File: src/hw/rtl/bs_pkg.sv
// Shared types and constants for the bubble sorter.
package bs_pkg;

  localparam int MAX_ITEMS_DEF = 16;
  localparam int DATA_W        = 32;

  typedef enum logic [2:0] {
    ST_COLLECT,
    ST_SETUP,
    ST_RD0,
    ST_CUR,
    ST_CMP,
    ST_WB,
    ST_EMIT_RD,
    ST_EMIT_LD
  } state_t;

  typedef struct packed {
    logic store;     // accept an input beat
    logic setup;     // load pass limit from count
    logic rd0;       // read entry 0 to start a pass
    logic load_cur;  // latch entry 0, read entry 1
    logic cmp;       // compare-swap one adjacent pair
    logic wb;        // write back the pass maximum
    logic emit_rd;   // read the next sorted entry
    logic emit_ld;   // load the output register
  } cmd_t;

  typedef struct packed {
    logic small_set;  // fewer than two values held
    logic step_last;  // last pair of this pass
    logic lim_last;   // last pass
    logic emit_last;  // entry being emitted is the last
    logic out_free;   // output register empty or draining
  } stat_t;

endpackage

File: src/hw/rtl/bs_ctrl.sv
// Sequencer for collecting, sorting and emitting one set.
module bs_ctrl (
  input  logic          clk,
  input  logic          rst,
  input  logic          in_valid,
  input  logic          in_last,
  output logic          in_ready,
  input  bs_pkg::stat_t stat,
  output bs_pkg::cmd_t  cmd
);

  bs_pkg::state_t state;
  bs_pkg::state_t state_next;
  logic           accept;

  assign accept = in_valid && (state == bs_pkg::ST_COLLECT);

  always_ff @(posedge clk) begin
    if (rst) begin
      state <= bs_pkg::ST_COLLECT;
    end else begin
      state <= state_next;
    end
  end

  always_comb begin
    state_next = state;
    case (state)
      bs_pkg::ST_COLLECT: begin
        if (accept && in_last) state_next = bs_pkg::ST_SETUP;
      end
      bs_pkg::ST_SETUP: begin
        state_next = stat.small_set ? bs_pkg::ST_EMIT_RD : bs_pkg::ST_RD0;
      end
      bs_pkg::ST_RD0: begin
        state_next = bs_pkg::ST_CUR;
      end
      bs_pkg::ST_CUR: begin
        state_next = bs_pkg::ST_CMP;
      end
      bs_pkg::ST_CMP: begin
        if (stat.step_last) state_next = bs_pkg::ST_WB;
      end
      bs_pkg::ST_WB: begin
        state_next = stat.lim_last ? bs_pkg::ST_EMIT_RD : bs_pkg::ST_RD0;
      end
      bs_pkg::ST_EMIT_RD: begin
        if (stat.out_free) state_next = bs_pkg::ST_EMIT_LD;
      end
      bs_pkg::ST_EMIT_LD: begin
        state_next = stat.emit_last ? bs_pkg::ST_COLLECT : bs_pkg::ST_EMIT_RD;
      end
      default: begin
        state_next = bs_pkg::ST_COLLECT;
      end
    endcase
  end

  always_comb begin
    in_ready     = (state == bs_pkg::ST_COLLECT);
    cmd          = '0;
    cmd.store    = accept;
    cmd.setup    = (state == bs_pkg::ST_SETUP);
    cmd.rd0      = (state == bs_pkg::ST_RD0);
    cmd.load_cur = (state == bs_pkg::ST_CUR);
    cmd.cmp      = (state == bs_pkg::ST_CMP);
    cmd.wb       = (state == bs_pkg::ST_WB);
    cmd.emit_rd  = (state == bs_pkg::ST_EMIT_RD) && stat.out_free;
    cmd.emit_ld  = (state == bs_pkg::ST_EMIT_LD);
  end

endmodule

File: src/hw/rtl/bs_datapath.sv
// Value store, compare-swap unit, counters and output register.
module bs_datapath #(
  parameter int MAX_ITEMS = bs_pkg::MAX_ITEMS_DEF
) (
  input  logic                             clk,
  input  logic                             rst,
  input  bs_pkg::cmd_t                     cmd,
  output bs_pkg::stat_t                    stat,
  input  logic signed [bs_pkg::DATA_W-1:0] in_value,
  output logic                             out_valid,
  input  logic                             out_ready,
  output logic signed [bs_pkg::DATA_W-1:0] out_value,
  output logic                             out_last,
  output logic                             out_ovf
);

  localparam int AW = $clog2(MAX_ITEMS);
  localparam int CW = $clog2(MAX_ITEMS + 1);

  logic signed [bs_pkg::DATA_W-1:0] mem [MAX_ITEMS];
  logic signed [bs_pkg::DATA_W-1:0] rdata;
  logic signed [bs_pkg::DATA_W-1:0] cur;
  logic signed [bs_pkg::DATA_W-1:0] lo;
  logic signed [bs_pkg::DATA_W-1:0] hi;
  logic signed [bs_pkg::DATA_W-1:0] wdata;
  logic [CW-1:0] count;
  logic [CW-1:0] k;
  logic [CW-1:0] lim;
  logic          ovf;
  logic          full;
  logic          swap;
  logic [CW-1:0] raddr_full;
  logic [CW-1:0] waddr_full;
  logic          rd_en;
  logic          wr_en;

  assign full = (count == CW'(MAX_ITEMS));
  assign swap = (cur > rdata);
  assign lo   = swap ? rdata : cur;
  assign hi   = swap ? cur : rdata;

  always_comb begin
    stat.small_set = (count < CW'(2));
    stat.step_last = ((k + CW'(1)) == lim);
    stat.lim_last  = (lim == CW'(1));
    stat.emit_last = ((k + CW'(1)) == count);
    stat.out_free  = !out_valid || out_ready;
  end

  // Single read port: pass start, pair fetch ahead, or emit.
  always_comb begin
    raddr_full = k;
    if (cmd.rd0) begin
      raddr_full = '0;
    end else if (cmd.load_cur) begin
      raddr_full = k + CW'(1);
    end else if (cmd.cmp) begin
      raddr_full = k + CW'(2);
    end
    rd_en = cmd.rd0 || cmd.load_cur || (cmd.cmp && !stat.step_last) || cmd.emit_rd;
  end

  // Single write port: incoming value, lower of a pair, or pass maximum.
  always_comb begin
    waddr_full = count;
    wdata      = in_value;
    wr_en      = cmd.store && !full;
    if (cmd.cmp) begin
      waddr_full = k;
      wdata      = lo;
      wr_en      = 1'b1;
    end else if (cmd.wb) begin
      waddr_full = lim;
      wdata      = cur;
      wr_en      = 1'b1;
    end
  end

  always_ff @(posedge clk) begin
    if (wr_en) begin
      mem[waddr_full[AW-1:0]] <= wdata;
    end
    if (rd_en) begin
      rdata <= mem[raddr_full[AW-1:0]];
    end
  end

  always_ff @(posedge clk) begin
    if (rst) begin
      count     <= '0;
      ovf       <= 1'b0;
      k         <= '0;
      lim       <= '0;
      out_valid <= 1'b0;
    end else begin
      if (cmd.store) begin
        if (full) begin
          ovf <= 1'b1;
        end else begin
          count <= count + CW'(1);
        end
      end
      if (cmd.emit_ld && stat.emit_last) begin
        count <= '0;
        ovf   <= 1'b0;
      end
      if (cmd.setup || cmd.wb || cmd.rd0) begin
        k <= '0;
      end else if (cmd.cmp || cmd.emit_ld) begin
        k <= k + CW'(1);
      end
      if (cmd.setup) begin
        lim <= count - CW'(1);
      end else if (cmd.wb) begin
        lim <= lim - CW'(1);
      end
      if (cmd.emit_ld) begin
        out_valid <= 1'b1;
      end else if (out_ready) begin
        out_valid <= 1'b0;
      end
    end
  end

  always_ff @(posedge clk) begin
    if (cmd.load_cur) begin
      cur <= rdata;
    end else if (cmd.cmp) begin
      cur <= hi;
    end
    if (cmd.emit_ld) begin
      out_value <= rdata;
      out_last  <= stat.emit_last;
      out_ovf   <= stat.emit_last && ovf;
    end
  end

endmodule

File: src/hw/rtl/bubble_sorter.sv
// Top level of the bubble sorter: collects a set, sorts it, streams it out.
// Input: one beat per cycle while collecting; a set of N stored values
// (N up to MAX_ITEMS) is then sorted by the single compare-swap unit
// through the one read port of the store, and no new set is taken until
// its last sorted value has been loaded into the output register.
// Reset (rst, synchronous, active high) empties the set and the output.
module bubble_sorter #(
  parameter int MAX_ITEMS = bs_pkg::MAX_ITEMS_DEF
) (
  input  logic        clk,
  input  logic        rst,
  // Input stream: tdata = sample_value[31:0]; tlast = final_item
  input  logic        s_axis_tvalid,
  output logic        s_axis_tready,
  input  logic [31:0] s_axis_tdata,
  input  logic        s_axis_tlast,
  // Output stream: tdata = sorted_value[31:0]; tlast = run_end;
  // tuser = overflowed
  output logic        m_axis_tvalid,
  input  logic        m_axis_tready,
  output logic [31:0] m_axis_tdata,
  output logic        m_axis_tlast,
  output logic        m_axis_tuser
);

  bs_pkg::cmd_t  cmd;
  bs_pkg::stat_t stat;

  logic signed [bs_pkg::DATA_W-1:0] out_value;

  // Sequencer: owns the input handshake and steps the datapath through
  // collect, the shrinking bubble passes, and the emit loop.
  bs_ctrl u_ctrl (
    .clk      (clk),
    .rst      (rst),
    .in_valid (s_axis_tvalid),
    .in_last  (s_axis_tlast),
    .in_ready (s_axis_tready),
    .stat     (stat),
    .cmd      (cmd)
  );

  // Datapath: indexed store, running pass maximum, count and overflow flag,
  // and the output register that holds a beat until the sink takes it.
  bs_datapath #(
    .MAX_ITEMS (MAX_ITEMS)
  ) u_datapath (
    .clk       (clk),
    .rst       (rst),
    .cmd       (cmd),
    .stat      (stat),
    .in_value  ($signed(s_axis_tdata)),
    .out_valid (m_axis_tvalid),
    .out_ready (m_axis_tready),
    .out_value (out_value),
    .out_last  (m_axis_tlast),
    .out_ovf   (m_axis_tuser)
  );

  assign m_axis_tdata = $unsigned(out_value);

endmodule

File: config.mk
export PLATFORM = sky130hd
export DESIGN_NAME = bubble_sorter
export DESIGN_NICKNAME = d
export VERILOG_FILES = /design/src/hw/rtl/bs_pkg.sv /design/src/hw/rtl/bs_ctrl.sv /design/src/hw/rtl/bs_datapath.sv /design/src/hw/rtl/bubble_sorter.sv
export SDC_FILE = /design/constraint.sdc
export NUM_CORES = 1
export LEC_CHECK = 0
export BUFFER_PORTS_ARGS = -buffer_cell sky130_fd_sc_hd__buf_2
export CAP_MARGIN = 5
export CORE_MARGIN = 2
export CORE_UTILIZATION = 55
export CTS_CLUSTER_DIAMETER = 100
export CTS_CLUSTER_SIZE = 10
export DETAILED_ROUTE_END_ITERATION = 10
export PLACE_DENSITY_LB_ADDON = 0.08
export SETUP_SLACK_MARGIN = 0.02
export SYNTH_ARGS = -nofsm -noshare
export SYNTH_HDL_FRONTEND = slang
export SYNTH_SLANG_ARGS = --single-unit
File: constraint.sdc
create_clock -name clk -period 12.74 [get_ports clk]
set_input_delay 0 -clock clk [delete_from_list [all_inputs] [get_ports clk]]
set_output_delay 0 -clock clk [all_outputs]
set_load 0.02 [all_outputs]
==> results.py <==
metrics = {
    "status": {
        "run_status": "finished, final reports clean",
    },
    "sta": {
        "fmax_ghz": 0.210,
        "min_period_over_period": 0.375,
        "final_critical_path_setup_slack_ns": 7.97,
        "tns_ns": 0,
        "setup_viol": 0,
        "finalClockSkew_ns": 0.0220,
        "final_hold_viol_count": 0,
        "fin_crit_ns": 4.77,
        "max_slew_margin": 0.0720,
        "setup_repair_after_global_routing_missed_its_margin": "false",
        "worst_slew_pin_slew_ns": 1.39,
        "slew_viol_final": 0,
    },
    "critical_path": {
        "rrSetupSlack_ns": 7.97,
        "critical_path.reg2reg.startpoint": "u_ctrl.state[1]",
        "critPathLaunch": "u_ctrl.state[1]",
        "timing.critical_path.slowest_cell_delay_ns": 0.96,
        "regToRegEndpoint": "u_datapath.rdata[17]",
        "rr_worst_depth": 8,
        "timing.critical_path.required_ns": 13.05,
        "worst_path_max_delay_cell": "sky130_fd_sc_hd__mux2i_4",
        "cp.arrival_ns": 5.08,
        "setup.worst_path.start_class": "flop",
        "cp-endpoint": "u_datapath.rdata[17]",
        "cell_chain_of_the_critical_path": "nand2b_2 -> nor2_1 -> o21ai_0 -> mux2i_4 -> buf_4 -> a311oi_1 -> a211oi_1 -> a21oi_1",
        "timing.critical_path.to_type": "flop",
        "critPathKind": "reg2reg",
        "worst-path-max-fanout": 92,
    },
    "detailed_routing": {
        "detail_route.iter0.violations": 1993,
        "post_drt_wl_per_cell_um": 24.8,
        "drc": 0,
        "drt_pre_antenna_iters": 5,
        "drt-vias-per-instance": 6.23,
        "ant_nets": 0,
        "dr_total_vias": 16583,
        "wirelength_um": 66100,
    },
    "cells_and_area": {
        "n_antenna_cell": 0,
        "fin_nets": 2107,
        "layout-drive-gt1-share": 0.120,
        "post-route-util": 0.626,
        "synthesis_to_finish_area_growth_pct": 12.0,
        "n_fill_cell": 3604,
    },
    "global_routing": {
        "grt_pass1_vias": 16015,
        "first_pass_grt_wire_length_um": 99600,
        "globalRoute.totalOverflow": 0,
        "maximum_number_of_pins_on_one_net_before_global_route_repair": 257,
        "grt_use_total": 0.266,
        "antenna_found_initial": 0,
    },
    "flow_run": {
        "cap_violations": 0,
    },
    "power": {
        "power.total_mw": 7.19,
        "pwr_density_cell_mw_per_mm2": 240,
        "pwr-share-seq": 0.423,
        "netSwitchingPower_mw": 2.56,
        "power.switching_fraction": 0.356,
        "power.ir.vdd_worst_mv": 0.248,
        "comb_power_share": 0.323,
        "static_leakage_power_nw": 10.1,
        "pwr-share-clk": 0.254,
        "internal_power_mw": 4.63,
    },
    "clock_tree": {
        "cts.htree.levels": 3,
        "tritoncts": "yes",
        "sink_count_of_the_clock_tree": 630,
        "cts.clk_slew.worst_paths_ns": 0.06,
        "ctsResizeCount": 0,
        "hold_buffers": 34,
        "cts_root_buf": "sky130_fd_sc_hd__clkbuf_16",
        "cts.repair_timing.setup_buffer_count": 0,
        "clockBufferDepth": 3,
        "clock_network_latency_to_the_later_pin_of_the_worst_skew_pair_ns": 0.60,
        "cts_buffers": 72,
    },
    "logic_synthesis": {
        "synth_area_leaders": "sky130_fd_sc_hd__edfxtp_1, sky130_fd_sc_hd__nand2_1, sky130_fd_sc_hd__a211oi_1",
        "post-synth-top-area-fraction": 0.685,
        "synth_cells": 1966,
        "yosysWarnings": 0,
        "synth_edf_count": 610,
        "mappedNetlistArea_sq_mm": 0.0268,
        "synth_async_sr_flop_share": 0,
        "post_synth.cell_area_avg_sq_um": 13.6,
        "synth.largest_area_cell": "sky130_fd_sc_hd__edfxtp_1",
        "ys.flop_type": "sky130_fd_sc_hd__edfxtp_1",
        "mappedNetlistNets": 2042,
        "postSynthRegisterBits": 630,
        "synth_sequential_area_ratio": 0.700,
        "number_of_different_library_cells_in_the_post_synthesis_netlist": 58,
    },
    "die": {
        "core_sq_mm": 0.0478,
        "initial_core_utilization": 0.559,
        "floorplan.io_pins": 73,
        "die-height_um": 225,
        "chipWidth_um": 225,
        "row_count": 80,
        "fp.dieArea_sq_mm": 0.0504,
    },
    "place": {
        "globalplace.congestion": 0.794,
        "port-buffer-count": 72,
        "hpwlAfterDp_um": 33100,
        "dp_slack_ns": 8.11,
    },
    "worst_hold_path": {
        "hp-class": "in2reg",
    },
}
-- metrics by stage --
stage               instance area, sq um  cells  hold slack, ns
CTS                                30000   2662        0.000295
detailed placement                 27600   2538           0.280
floorplan                          26800   1966          0.0831
global placement                   27600   2538           0.262
finish                             30000   2662          0.0187
global route                       30000   2662          0.0590
-- sequential cells by signal (all words and copies together) (netlist names) --
register,count
u_ctrl.state,3
u_datapath.count,5
u_datapath.cur,32
u_datapath.k,5
u_datapath.lim,5
u_datapath.mem,512
u_datapath.out_last,1
u_datapath.out_ovf,1
u_datapath.out_valid,1
u_datapath.out_value,32
u_datapath.ovf,1
u_datapath.rdata,32
-- power by group through the flow --
stage / Clock, mW / Combinational, mW / Sequential, mW
final: 1.82 / 2.32 / 3.04
after global routing: 1.94 / 2.54 / 3.07
after detailed placement: 0 / 2.30 / 3.08
after global placement: 0 / 2.24 / 3.07
after CTS: 1.86 / 2.32 / 3.04
after floorplan: 0 / 1.68 / 2.99
-- worst min path at each step --
stage                     startpoint                    end  cells after the start
global placement       s_axis_tvalid         u_datapath.ovf                      3
floorplan                        rst        u_datapath.k[4]                      1
CTS                  s_axis_tdata[9]   u_datapath.mem[2][9]                      3
global route         s_axis_tdata[9]   u_datapath.mem[2][9]                      3
finish              s_axis_tdata[19]  u_datapath.mem[0][19]                      3
detailed placement     s_axis_tvalid         u_datapath.ovf                      3
-- cell usage after synthesis (4+ instances only) --
cell	instances
sky130_fd_sc_hd__o211ai_2	30
sky130_fd_sc_hd__nor2b_1	6
sky130_fd_sc_hd__a21o_1	8
sky130_fd_sc_hd__mux2i_1	9
sky130_fd_sc_hd__and2_1	129
sky130_fd_sc_hd__buf_1	4
sky130_fd_sc_hd__edfxtp_1	610
sky130_fd_sc_hd__buf_6	7
sky130_fd_sc_hd__o2111ai_1	32
sky130_fd_sc_hd__and3_1	6
sky130_fd_sc_hd__ha_1	39
sky130_fd_sc_hd__xnor2_1	7
sky130_fd_sc_hd__a31oi_1	68
sky130_fd_sc_hd__a311oi_1	64
sky130_fd_sc_hd__inv_1	38
sky130_fd_sc_hd__nand2b_1	5
sky130_fd_sc_hd__dfxtp_1	20
sky130_fd_sc_hd__nor2_1	42
sky130_fd_sc_hd__a211oi_1	163
sky130_fd_sc_hd__nand4_1	10
sky130_fd_sc_hd__nand2_1	356
sky130_fd_sc_hd__clkbuf_1	59
sky130_fd_sc_hd__o21ai_0	15
sky130_fd_sc_hd__buf_4	11
sky130_fd_sc_hd__buf_2	64
sky130_fd_sc_hd__a21oi_1	96
sky130_fd_sc_hd__nand3_1	8
sky130_fd_sc_hd__nor3_1	8
sky130_fd_sc_hd__xor2_1	14
-- critical path, delay by kind of cell (launching register included) --
kind / cells / cell delay, ns
compound gates: 4 / 0.71
buf+inv: 1 / 0.95
flops: 1 / 0.55
mux: 1 / 0.96
simple gates: 2 / 1.24
-- cell usage in the layout (no fill, tap or decap), types with 4 or more instances in the layout --
cell                            instances
sky130_fd_sc_hd__edfxtp_1             610
sky130_fd_sc_hd__nand2_1              356
sky130_fd_sc_hd__a211oi_1             163
sky130_fd_sc_hd__and2_1               129
sky130_fd_sc_hd__a21oi_1               96
sky130_fd_sc_hd__clkbuf_16             77
sky130_fd_sc_hd__buf_2                 72
sky130_fd_sc_hd__a31oi_1               68
sky130_fd_sc_hd__a311oi_1              64
sky130_fd_sc_hd__ha_1                  39
sky130_fd_sc_hd__inv_1                 38
sky130_fd_sc_hd__dlygate4sd3_1         34
sky130_fd_sc_hd__o2111ai_1             32
sky130_fd_sc_hd__o211ai_2              30
sky130_fd_sc_hd__buf_4                 27
sky130_fd_sc_hd__nor2_1                25
sky130_fd_sc_hd__dfxtp_1               20
sky130_fd_sc_hd__nor2_4                17
sky130_fd_sc_hd__o21ai_0               14
sky130_fd_sc_hd__xor2_1                14
sky130_fd_sc_hd__clkbuf_1              11
sky130_fd_sc_hd__nand4_1               10
sky130_fd_sc_hd__nand3_1                8
sky130_fd_sc_hd__nor3_1                 8
sky130_fd_sc_hd__mux2i_1                8
sky130_fd_sc_hd__a21o_1                 7
sky130_fd_sc_hd__xnor2_1                7
sky130_fd_sc_hd__nor2b_1                6
sky130_fd_sc_hd__and3_1                 5
sky130_fd_sc_hd__nand2b_1               4
-- cells by family after synthesis --
group	after synthesis	synth area share
fa+ha+maj	39	0.0182
buf+inv	184	0.0323
flops	630	0.700
simple gates	587	0.102
xor+xnor	21	0.00687
compound gates	495	0.137
mux	10	0.00388
-- layout make-up --
type,instances,area (sq um),area share
Multi-Input combinational cell,1152,7390,0.246
Tap cell,615,769,0.0257
Clock inverter,2,17.5,0.000584
Sequential cell,630,18700,0.625
Inverter,39,146,0.00488
Clock buffer,88,1970,0.0657
Timing Repair Buffer,136,963,0.0321
-- layer usage --
metal	wire, um	share of wire	global-route usage
met4	1890	0.028	0.0942
met3	4590	0.069	0.0434
met1	28800	0.43	0.382
met2	30900	0.47	0.415
met5	0	0	0
No activity file was read; power rests on OpenSTA's default activity.
